$ cat config.mk
export PLATFORM = sky130hd
export DESIGN_NAME = bcd_calendar_clock_registers
export DESIGN_NICKNAME = d
export VERILOG_FILES = /design/src/hdl/bcdcal_pkg.sv /design/src/hdl/bcdcal_tick.sv /design/src/hdl/bcd_calendar_clock_registers.sv
export SDC_FILE = /design/constraint.sdc
export NUM_CORES = 1
export LEC_CHECK = 0
export BUFFER_PORTS_ARGS = -buffer_cell sky130_fd_sc_hd__buf_4
export CAP_MARGIN = 10
export CORE_ASPECT_RATIO = 0.75
export CORE_MARGIN = 2
export CORE_UTILIZATION = 58
export DETAILED_ROUTE_END_ITERATION = 6
export MAX_ROUTING_LAYER = met4
export PLACE_DENSITY = 0.78
export SLEW_MARGIN = 40
export SYNTH_ARGS = -nofsm -noshare
export SYNTH_HDL_FRONTEND = slang
export SYNTH_HIERARCHICAL = 1
export SYNTH_SLANG_ARGS = --single-unit
$ cat constraint.sdc
create_clock -name clock -period 8.1 [get_ports clock]
set_input_delay 1.62 -clock clock [delete_from_list [all_inputs] [get_ports clock]]
set_output_delay 1.62 -clock clock [all_outputs]
set_load 0.05 [all_outputs]
$ cat src/hdl/bcdcal_pkg.sv
// shared types and constants for the bcd calendar clock register file
package bcdcal_pkg;

   // operation codes carried by req_cmd
   typedef enum logic [1:0] {
      CMD_TICK  = 2'd0,
      CMD_READ  = 2'd1,
      CMD_WRITE = 2'd2
   } cmd_type;

   // clock byte count and register numbers
   localparam int unsigned CLOCK_COUNT = 10;
   localparam logic [3:0] REG_SEC  = 4'd0;
   localparam logic [3:0] REG_MIN  = 4'd2;
   localparam logic [3:0] REG_HOUR = 4'd4;
   localparam logic [3:0] REG_DOW  = 4'd6;
   localparam logic [3:0] REG_DOM  = 4'd7;
   localparam logic [3:0] REG_MON  = 4'd8;
   localparam logic [3:0] REG_YEAR = 4'd9;
   localparam logic [3:0] REG_A    = 4'd10;
   localparam logic [3:0] REG_B    = 4'd11;
   localparam logic [3:0] REG_C    = 4'd12;

   // register b and c bit masks
   localparam logic [7:0] B_DATA_MODE = 8'h04;
   localparam logic [7:0] C_UPDATE    = 8'h10;
   localparam logic [7:0] C_CAPS      = 8'h02;
   localparam logic [7:0] C_STORE     = 8'h80;
   localparam logic [7:0] C_NUM       = 8'h01;
   localparam logic [7:0] C_SD        = 8'h0C;

   // reset value of the register b fixed bits
   localparam logic [7:0] B_FIXED_RESET = 8'h02;

   // the CLOCK_COUNT clock bytes held in binary
   typedef logic [CLOCK_COUNT-1:0][7:0] clock_array_type;

endpackage

$ cat src/hdl/bcdcal_tick.sv
// one-second advance of the binary clock and calendar bytes
module bcdcal_tick (
   input  bcdcal_pkg::clock_array_type cur_bytes,
   output bcdcal_pkg::clock_array_type next_bytes
);
   import bcdcal_pkg::*;

   localparam logic [7:0] MONTH_DAYS [12] = '{
      8'd31, 8'd28, 8'd31, 8'd30, 8'd31, 8'd30,
      8'd31, 8'd31, 8'd30, 8'd31, 8'd30, 8'd31
   };

   logic [7:0] sec_inc;
   logic [7:0] min_inc;
   logic [7:0] hour_inc;
   logic [7:0] dow_inc;
   logic [7:0] dom_inc;
   logic [7:0] mon_inc;
   logic [7:0] year_inc;
   logic [7:0] mon_zero;
   logic [7:0] base_days;
   logic [7:0] month_len;
   logic       sec_carry;
   logic       min_carry;
   logic       hour_carry;
   logic       dom_carry;
   logic       mon_carry;

   // wrapping increments of each field
   assign sec_inc  = cur_bytes[REG_SEC] + 8'd1;
   assign min_inc  = cur_bytes[REG_MIN] + 8'd1;
   assign hour_inc = cur_bytes[REG_HOUR] + 8'd1;
   assign dow_inc  = cur_bytes[REG_DOW] + 8'd1;
   assign dom_inc  = cur_bytes[REG_DOM] + 8'd1;
   assign mon_inc  = cur_bytes[REG_MON] + 8'd1;
   assign year_inc = cur_bytes[REG_YEAR] + 8'd1;

   // length of the current month, leap february when year is a multiple of four
   assign mon_zero  = cur_bytes[REG_MON] - 8'd1;
   assign base_days = (mon_zero > 8'd11) ? 8'd31 : MONTH_DAYS[mon_zero[3:0]];
   assign month_len = (base_days == 8'd28 && cur_bytes[REG_YEAR][1:0] == 2'b00) ?
                      8'd29 : base_days;

   // carry chain
   assign sec_carry  = sec_inc >= 8'd60;
   assign min_carry  = sec_carry && min_inc >= 8'd60;
   assign hour_carry = min_carry && hour_inc >= 8'd24;
   assign dom_carry  = hour_carry && dom_inc > month_len;
   assign mon_carry  = dom_carry && mon_inc > 8'd12;

   // next byte values
   always_comb begin
      next_bytes = cur_bytes;
      next_bytes[REG_SEC] = sec_carry ? 8'd0 : sec_inc;
      if (sec_carry) begin
         next_bytes[REG_MIN] = min_carry ? 8'd0 : min_inc;
      end
      if (min_carry) begin
         next_bytes[REG_HOUR] = hour_carry ? 8'd0 : hour_inc;
      end
      if (hour_carry) begin
         next_bytes[REG_DOW] = (dow_inc > 8'd7) ? 8'd1 : dow_inc;
         next_bytes[REG_DOM] = dom_carry ? 8'd1 : dom_inc;
      end
      if (dom_carry) begin
         next_bytes[REG_MON] = mon_carry ? 8'd1 : mon_inc;
      end
      if (mon_carry) begin
         next_bytes[REG_YEAR] = (year_inc >= 8'd100) ? 8'd0 : year_inc;
      end
   end

endmodule

$ cat src/hdl/bcd_calendar_clock_registers.sv
// top level of the bcd calendar clock register file
// Register file of thirteen byte registers in the manner of a classic clock chip: seconds,
// minutes, hours, day of week, day of month, month and year (0 to 9, kept in binary and shown
// in bcd unless bit 2 of register b is set), storage page a, mode b and status c. Each request
// is a one-second tick, a read or a write. A request goes into an input register and is
// carried out from there in one pass of short logic; a read leaves its byte in the
// output register. One request per clock is taken as long as rsp_stall does not hold a
// pending read. The csr port loads the bits that are ORed into register b on its next write;
// it is always ready.
module bcd_calendar_clock_registers (
   input  logic       clock,
   input  logic       reset,
   input  logic       req_valid,
   output logic       req_stall,
   input  logic [1:0] req_cmd,
   input  logic [3:0] req_reg_index,
   input  logic [7:0] req_write_data,
   output logic       rsp_valid,
   input  logic       rsp_stall,
   output logic [7:0] rsp_read_data,
   input  logic       csr_valid,
   output logic       csr_ready,
   input  logic [7:0] csr_data
);
   import bcdcal_pkg::*;

   // clock bytes after reset: year 0, month, day of month and day of week 1, rest 0
   localparam clock_array_type CLOCK_RESET = {8'd0, 8'd1, 8'd1, 8'd1, 48'd0};

   logic            in_valid_ff;
   cmd_type         cmd_ff;
   logic [3:0]      idx_ff;
   logic [7:0]      data_ff;
   logic [7:0]      fixed_ff;
   clock_array_type clock_ff;
   clock_array_type clock_in;
   clock_array_type tick_bytes;
   logic [7:0]      page_ff;
   logic [7:0]      page_in;
   logic [7:0]      mode_ff;
   logic [7:0]      mode_in;
   logic [7:0]      status_ff;
   logic [7:0]      status_in;
   logic            rsp_valid_ff;
   logic [7:0]      rsp_data_ff;
   logic            exec;
   logic            is_read;
   logic            bcd_mode;
   logic [7:0]      read_value;
   logic [7:0]      clock_raw;
   logic [7:0]      write_bin;

   // binary to bcd, quotient by reciprocal multiply (exact for 8-bit values)
   function automatic logic [7:0] to_bcd(input logic [7:0] v);
      logic [15:0] prod;
      logic [4:0]  quo;
      logic [7:0]  rem;
      logic [7:0]  quo_ten;
      prod    = v * 16'd205;
      quo     = prod[15:11];
      quo_ten = {3'b000, quo} * 8'd10;
      rem     = v - quo_ten;
      to_bcd  = {quo[3:0], 4'b0000} + rem;
   endfunction

   // bcd to binary, nibbles taken as is
   function automatic logic [7:0] from_bcd(input logic [7:0] v);
      logic [7:0] hi;
      hi       = {4'b0000, v[7:4]};
      from_bcd = (hi << 3) + (hi << 1) + {4'b0000, v[3:0]};
   endfunction

   // handshake control
   assign is_read   = cmd_ff == CMD_READ;
   assign exec      = in_valid_ff && !(is_read && rsp_valid_ff && rsp_stall);
   assign req_stall = in_valid_ff && !exec;
   assign csr_ready = 1'b1;
   assign rsp_valid = rsp_valid_ff;
   assign rsp_read_data = rsp_data_ff;

   // tick arithmetic
   bcdcal_tick u_tick (
      .cur_bytes  (clock_ff),
      .next_bytes (tick_bytes)
   );

   assign bcd_mode  = (mode_ff & B_DATA_MODE) == 8'h00;
   assign write_bin = bcd_mode ? from_bcd(data_ff) : data_ff;

   // read mux
   always_comb begin
      clock_raw  = 8'h00;
      read_value = 8'h00;
      if (idx_ff < REG_A) begin
         clock_raw  = clock_ff[idx_ff];
         read_value = bcd_mode ? to_bcd(clock_raw) : clock_raw;
      end else if (idx_ff == REG_A) begin
         read_value = page_ff;
      end else if (idx_ff == REG_B) begin
         read_value = mode_ff;
      end else if (idx_ff == REG_C) begin
         read_value = status_ff & ~(C_NUM | C_SD);
      end
   end

   // next register file state
   always_comb begin
      clock_in  = clock_ff;
      page_in   = page_ff;
      mode_in   = mode_ff;
      status_in = status_ff;
      if (exec) begin
         case (cmd_ff)
            CMD_TICK: begin
               clock_in  = tick_bytes;
               status_in = status_ff | C_UPDATE;
            end
            CMD_READ: begin
               if (idx_ff == REG_C) begin
                  status_in = status_ff & ~C_UPDATE;
               end
            end
            CMD_WRITE: begin
               if (idx_ff < REG_A) begin
                  clock_in[idx_ff] = write_bin;
               end else if (idx_ff == REG_A) begin
                  page_in = data_ff;
               end else if (idx_ff == REG_B) begin
                  mode_in = (data_ff & B_DATA_MODE) | fixed_ff;
               end else if (idx_ff == REG_C) begin
                  status_in = (status_ff & ~(C_CAPS | C_STORE)) |
                              (data_ff & (C_CAPS | C_STORE));
               end
            end
            default: begin
            end
         endcase
      end
   end

   // input register
   always_ff @(posedge clock) begin
      if (reset) begin
         in_valid_ff <= 1'b0;
      end else if (req_valid && !req_stall) begin
         in_valid_ff <= 1'b1;
      end else if (exec) begin
         in_valid_ff <= 1'b0;
      end
      if (req_valid && !req_stall) begin
         cmd_ff  <= cmd_type'(req_cmd);
         idx_ff  <= req_reg_index;
         data_ff <= req_write_data;
      end
   end

   // register file and csr
   always_ff @(posedge clock) begin
      if (reset) begin
         clock_ff          <= CLOCK_RESET;
         page_ff           <= 8'h00;
         mode_ff           <= B_FIXED_RESET;
         status_ff         <= 8'h00;
         fixed_ff          <= B_FIXED_RESET;
      end else begin
         clock_ff  <= clock_in;
         page_ff   <= page_in;
         mode_ff   <= mode_in;
         status_ff <= status_in;
         if (csr_valid && csr_ready) begin
            fixed_ff <= csr_data;
         end
      end
   end

   // result register
   always_ff @(posedge clock) begin
      if (reset) begin
         rsp_valid_ff <= 1'b0;
      end else if (exec && is_read) begin
         rsp_valid_ff <= 1'b1;
      end else if (!rsp_stall) begin
         rsp_valid_ff <= 1'b0;
      end
      if (exec && is_read) begin
         rsp_data_ff <= read_value;
      end
   end

   // an executed read always leaves a result behind
   assert property (@(posedge clock) disable iff (reset)
      exec && is_read |=> rsp_valid_ff)
      else $error("read executed without a result");

   // a tick leaves the update flag set
   assert property (@(posedge clock) disable iff (reset)
      exec && cmd_ff == CMD_TICK |=> (status_ff & C_UPDATE) != 8'h00)
      else $error("update flag not set after tick");

   // a pending result that is not taken is never overwritten
   assert property (@(posedge clock) disable iff (reset)
      rsp_valid_ff && rsp_stall |=> rsp_valid_ff && $stable(rsp_data_ff))
      else $error("pending result lost");

   // input is only held back behind a pending read
   assert property (@(posedge clock) disable iff (reset)
      req_stall |-> in_valid_ff && is_read && rsp_valid_ff)
      else $error("input stalled without cause");

endmodule

; Word level (Yosys, flattened, before mapping)
; Memory sizes are Yosys's and may differ from the RTL's.
; Index checks and enable logic that the tools add are counted.
[word_totals]
regBits = 136
romBits = 128
inputBits = 27
out_inout_bits = 11
word_cells = 145
n_memories = 1
[memory_table]
columns = name, words, width, read_ports, rd_ports_with_merged_regs, write_ports, line_no
row1 = (name not given), 16, 8, 1, 0, 0, bcdcal_tick.sv:40  ; assign base_days = (mon_zero > 8'd11) ? 8'd31 : MONTH_DAYS[mon_zero[3:0]];
[classes]
add_sub_neg = 12
n_mul = 2
magnitude_cmp = 12
n_eq_ne = 18
n_mux = 39
bitwise = 8
reduce_logical = 32
[op_table]
columns = cell, n
row1 = $mux 8, 27
row2 = $pmux 80 s2, 1
row3 = $bwmux 80, 1
row4 = $mux 80, 1
row5 = $add 8x1->8 const B, 7
row6 = $bmux 8 s4, 1
row7 = $demux 8 s4, 1
row8 = $reduce_and 4->1, 7
row9 = $pmux 8 s3, 1
row10 = $ge 8x6->1 const B, 2
row11 = $gt 8x4->1 const B, 2
row12 = $mul 8x8->16 const B, 1
row13 = $mux 16, 1
row14 = $ne 2x1->1 const B, 7
row15 = $eq 4x4->1 const B, 3
row16 = $logic_and 1x1->1, 12
row17 = $ne 2x2->1 const B, 5
row18 = $add 7x5->8, 1
row19 = $add 8x4->8, 1
row20 = $add 8x8->8, 1
row21 = $eq 8x5->1 const B, 1
row22 = $ge 8x5->1 const B, 1
row23 = $ge 8x7->1 const B, 1
row24 = $gt 8x3->1 const B, 1
row25 = 25 further kinds, 36

; Logic depth before layout (Yosys ltp)
[depth]
ltp_word = 15
mapped_depth = 38
ltp_nobuf = 36

; Modules after synthesis
; The synthesis kept the hierarchy.
[modules_own_cells]
columns = mod, instances, cells_each, area_each_um2, seq_area_each_um2
row1 = bcd_calendar_clock_registers, 1, 888, 8170.3, 2882.8
row2 = bcdcal_tick, 1, 338, 2240.9, 0.0

; Least setup slack after synthesis
; Ideal clock, no wire load.
[synth_path]
kind = flip-flop to flip-flop
from = register idx_ff[0]
to = register rsp_data_ff[7] (netlist: rsp_read_data[7]) (data pin)
setup_time_ns = 0.266
t_arrival_ns = 8.595
required_ns = 7.834
slack_ns = -0.760
path_stages_with_launch = 37
path_buffers = 3
period_less_slack_ns = 8.860
path_cell_list = edfxtp_1 > buf_2 > buf_6 > clkbuf_1 > mux4_2 > a22o_1 > a221o_1 > ha_1 > xor2_1 > ha_1 > fa_1 > inv_1 > fa_1 > inv_1 > ha_1 > and3_2 > nand2_1 > o221ai_1 > a41o_1 > a21oi_1 > xnor2_1 > ha_1 > fa_1 > xor2_1 > xnor2_1 > fa_1 > inv_1 > ha_1 > a311o_1 > a211oi_1 > nor3_1 > a31o_2 > nor4_1 > xor2_1 > nor2_2 > xnor2_1 > o21ai_1
[synth_via]
elab_chain_len = 8
elab_cells_between_ends = 15
classes_between = add/sub (2) / mul (2) / order compare (1) / eq/ne (3) / mux (7)
[synth_rtl]
columns = item, line_no
row1 = from (decl), bcd_calendar_clock_registers.sv:32  ; logic [3:0] idx_ff;
row2 = from (signal assigned), bcd_calendar_clock_registers.sv:152  ; idx_ff <= req_reg_index;
row3 = $bmux 8 s4, bcd_calendar_clock_registers.sv:95  ; clock_raw = clock_ff[idx_ff];
row4 = $mux 8 (implied by the code), bcd_calendar_clock_registers.sv:95
row5 = $mul 8x8->16, bcd_calendar_clock_registers.sv:59  ; prod = v * 16'd205;
row6 = $mul 5x3->7, bcd_calendar_clock_registers.sv:61  ; quo_ten = {3'b000, quo} * 8'd10;
row7 = $sub 8x8->8, bcd_calendar_clock_registers.sv:62  ; rem = v - quo_ten;
row8 = $add 8x8->8, bcd_calendar_clock_registers.sv:63  ; to_bcd = {quo[3:0], 4'b0000} + rem;
row9 = $mux 8, bcd_calendar_clock_registers.sv:96  ; read_value = bcd_mode ? to_bcd(clock_raw) : clock_raw;
row10 = $mux 8 *, bcd_calendar_clock_registers.sv:94  ; if (idx_ff < REG_A) begin
row11 = via read_value[7], bcd_calendar_clock_registers.sv:49  ; logic [7:0] read_value;
row12 = to (signal assigned), bcd_calendar_clock_registers.sv:186  ; rsp_data_ff <= read_value;
row13 = to (decl), bcd_calendar_clock_registers.sv:45  ; logic [7:0] rsp_data_ff;
; Mark *: on every way through the listed nets, which the timed path passes. The rest lies on a longest branch. The select of a mux whose other input is x is not followed.
; A chain may end at the register's enable or synchronous reset.

; Worst setup path in the final report
[layout_path]
from = register idx_ff[1]
to = register rsp_data_ff[7] (netlist: rsp_read_data[7]) (data pin)
; Same word-level chain as after synthesis.

==> results.txt <==
----------------------------------------------------
[Critical path]
  Slowest cell delay on critical path ... 0.55 ns
  Startpoint class of the critical path ... register
  Critical path endpoint category ... register
  Delay-heaviest family, CP ... adder cells
  Required time of the critical path ... 8.26 ns
  Slowest cell on crit path ... sky130_fd_sc_hd__mux4_2
  Cell mode on critical path ... sky130_fd_sc_hd__fa_1
  Critical path buffers and inverters ... 3
  Top fanout value on the critical path ... 5
  Critical path arrival ... 8.89 ns
  Path type of the worst setup path ... register to register

[Clocking]
  CTS Buf Count ... 17
  CTS sink cnt ... 133
  Number of buffers on the longest clock path ... 2
  Cell at the root of the clock tree ... sky130_fd_sc_hd__clkbuf_16
  Clock transition time at the flip-flop clock pins of the worst setup and hold paths ... 0.06 ns
  Clock tree from TritonCTS ... built
  Depth of the CTS H-tree ... 4
  Clock latency of the later-clocked register in the worst-skew pair ... about 0.43 ns

[Synthesis]
  Flops & latches, synth ... 133
  Number of distinct library cells after synthesis ... 81
  Area share of the leading cell type in the synthesized netlist ... 0.2134
  Number of flops mapped to enable cells by yosys ... 22
  Main flop type after synthesis ... sky130_fd_sc_hd__dfxtp_1
  Most common cell in the netlist ... sky130_fd_sc_hd__nor2_1
  Synth top cells by count ... sky130_fd_sc_hd__nor2_1, sky130_fd_sc_hd__dfxtp_1, sky130_fd_sc_hd__ha_1
  Average cell area after synthesis ... 8.492 um2
  Largest cells by area after synthesis ... sky130_fd_sc_hd__dfxtp_1, sky130_fd_sc_hd__ha_1, sky130_fd_sc_hd__edfxtp_1
  Cell type with the highest aggregate area in the netlist ... sky130_fd_sc_hd__dfxtp_1
  Post-synthesis async set-or-reset flop share ... 0
  Yosys warning total ... 6
  Share of the yosys chip area belonging to registers ... 0.2769
  Cells after Synth ... 1,226
  Netlist area before placement ... approximately 10,000 um2

[Power]
  Share of power burned in the clock network ... 0.369
  Post-layout total power ... around 2 mW
  Combinational cell fraction of total power ... 0.270
  Max rail drop VDD ... about 0.00015 V
  Power density over cell area ... 161.5 nW/um2
  Internal power component ... 1.338 mW
  Fraction of power spent switching nets ... 0.3361
  Static leakage ... 5.066 nW
  NetSw ... 677.4 uW
  Sequential Power Share ... 0.361

[Timing]
  Setup Viol. Count Final ... 1
  Hold Slack ... 0.4721 ns
  Period minus WS final ... about 8.7 ns
  Fin Clk Skew ... 0.007032 ns
  Worst slew margin relative to its limit ... 0.4333
  Final period util ... 1.078
  Final WS setup ... -0.6305 ns
  Highest clock frequency the design can meet ... 114.5 MHz
  Fin. Hold Viols ... 0
  Max-slew violation count ... 0
  Setup repair after global routing missed its margin ... true
  Final-layout setup total negative slack ... -0.6305 ns
  Pin slew with the least headroom to its limit ... 0.8501 ns

[Route]
  DRC violations left ... 0
  Total number of vias ... around 10k
  Final WL ... 31.51 mm
  DRC marker count from the first detailed-route iteration ... 1,294
  Via density per instance ... 6.403
  Avg WL per Cell ... 19.83 um
  Number of iterations in the first detailed-routing pass ... 7
  Number of nets still failing antenna checks after routing ... 0

[Worst hold path]
  Class of the most critical hold timing path ... register to register

[Die]
  Die W ... 158.7 um
  Number of primary I/O pins ... 38
  Die boundary height ... 120.0 um
  Effective utilization at floorplan ... 0.5914
  Floorplan core area ... 17,600 um2
  Die outline area ... 19,050 um2
  Number of standard-cell rows in the floorplan ... 42

[Final layout]
  Area of all placed cells without fillers ... about 12,000 um2
  Core occupancy in the finished layout ... 0.7090
  Final net count ... 1,457
  Antenna diodes ... 0
  Fraction of final layout cells sized beyond drive strength 1 ... 0.2242
  Synthesis-to-finish area growth ... 19.88%

[Global route]
  GR Overflow Total ... 0
  GR Util met3 ... 0.08953
  Pin count of the biggest net entering global routing ... 75
  Wire length of the first global-routing pass ... 50.00 mm
  M1 GR Usage ... 0.4573
  Number of antenna violations at the first check in global routing ... 0
  Met2 demand-to-capacity share in global routing ... 0.5046
  Number of global-route vias before repair ... 9,363
  Gr busiest metal ... met2
  Global routing usage summed across all routing layers ... 0.3394

[Placement]
  DPL Wire Length ... about 23 mm
  Global placement routability congestion ... around 0.98
  IO Port Bufs ... 36
  Instance area at placement ... 11,630 um2

[Status]
  Status ... finished, violations left
  Violated checks ... negative setup slack

[Flow run]
  Total of max-cap violations ... 0

----------------------------------------------------
[cell families after synthesis]
family	after synthesis	synth area share
fa+ha+maj	96	0.1269
other cells	2	0.0007213
xor+xnor	31	0.02608
flops	133	0.2769
simple gates	398	0.1828
compound gates	354	0.2488
buf+inv	160	0.07030
mux	52	0.06754
[layout by cell type (no fill, tap or decap), types with 14 or more instances in the layout]
cell type                     n
sky130_fd_sc_hd__mux2i_1     32
sky130_fd_sc_hd__buf_4      179
sky130_fd_sc_hd__a211oi_1    76
sky130_fd_sc_hd__nand2_1     61
sky130_fd_sc_hd__nor3_1      15
sky130_fd_sc_hd__o21ai_0     41
sky130_fd_sc_hd__clkbuf_16   17
sky130_fd_sc_hd__dfxtp_1    110
sky130_fd_sc_hd__nor2_1     157
sky130_fd_sc_hd__nor2b_1     21
sky130_fd_sc_hd__ha_1        66
sky130_fd_sc_hd__nand3_1     36
sky130_fd_sc_hd__mux4_2      14
sky130_fd_sc_hd__xor2_1      15
sky130_fd_sc_hd__o22ai_1     15
sky130_fd_sc_hd__inv_1       64
sky130_fd_sc_hd__and3_1      15
sky130_fd_sc_hd__a21oi_1     36
sky130_fd_sc_hd__and2_1      22
sky130_fd_sc_hd__a22oi_1     61
sky130_fd_sc_hd__edfxtp_1    22
[layout make-up]
type,instances,area (um2)
fill,1299,5124
inverter,65,244.0
timing repair buffer,183,1389
tap,242,302.8
clock buffer,17,425.4
clock inverter,15,140.1
sequential,133,2884
multi-input combinational,934,7096
[metal layers]
| metal | part of all wire | vias up | wire, um |
|---|---|---|---|
| met4 | 0.021 | 0 | 654 |
| li1 | - | 4750 | - |
| met1 | 0.44 | 4856 | 13790 |
| met5 | 0 | - | 0 |
| met3 | 0.10 | 60 | 3196 |
| met2 | 0.44 | 508 | 13880 |
[final timing paths]
kind,startpoint,end,slack (ns),cells after the start
setup / recovery,idx_ff[1],rsp_read_data[7],-0.63,35
hold / removal,status_ff[6],status_ff[6],0.47,1
setup reg to reg,idx_ff[1],rsp_read_data[7],-0.63,35
hold reg to reg,status_ff[6],status_ff[6],0.47,1
[sequential cells by signal (all words and copies together) (netlist names), named ones only]
name           cells
page_ff            8
data_ff            8
idx_ff             4
status_ff          4
rsp_valid          1
mode_ff            8
fixed_ff           8
cmd_ff             2
rsp_read_data      8
in_valid_ff        1
clock_ff          80
[power groups by stage]
stage / registers [mW] / clock network, mW / logic, mW
finish: 0.728 / 0.744 / 0.544
global route: 0.729 / 0.774 / 0.589
CTS: 0.726 / 0.746 / 0.523
detailed placement: 0.741 / 0 / 0.506
global placement: 0.740 / 0 / 0.488
floorplan: 0.745 / 0 / 0.331
[worst register-to-register path: cells and delay by family, from the launching register on]
kind | cells | cell delay, ns
AOI/OAI and AO/OA | 8 | 1.89
xor gates and xnor gates | 6 | 1.02
adders and majority gates | 10 | 3.37
buffers and inverters | 3 | 0.15
DFF | 1 | 0.47
muxes | 1 | 0.55
and+or+nand+nor | 7 | 1.02
[stage by stage]
stage | setup WS (ns) | cells
6_report | -0.6305 | 1589
5_1_grt | -1.039 | 1589
4_1_cts | -0.5141 | 1585
3_5_place_dp | -0.5797 | 1542
3_3_place_gp | -0.3585 | 1542
2_1_floorplan | -0.2022 | 1227
[repair_timing]
| item | CTS | global route |
|---|---|---|
| endpoints found under the setup margin | 1 | 2 |
| setup buffers | 11 | 3 |
| gates resized for setup | 15 | 5 |
| cloned | 0 | 0 |
| hold buffers | 0 | 0 |
| pin swaps | 23 | 9 |
Note: power is estimated with default switching activity, not from simulation.
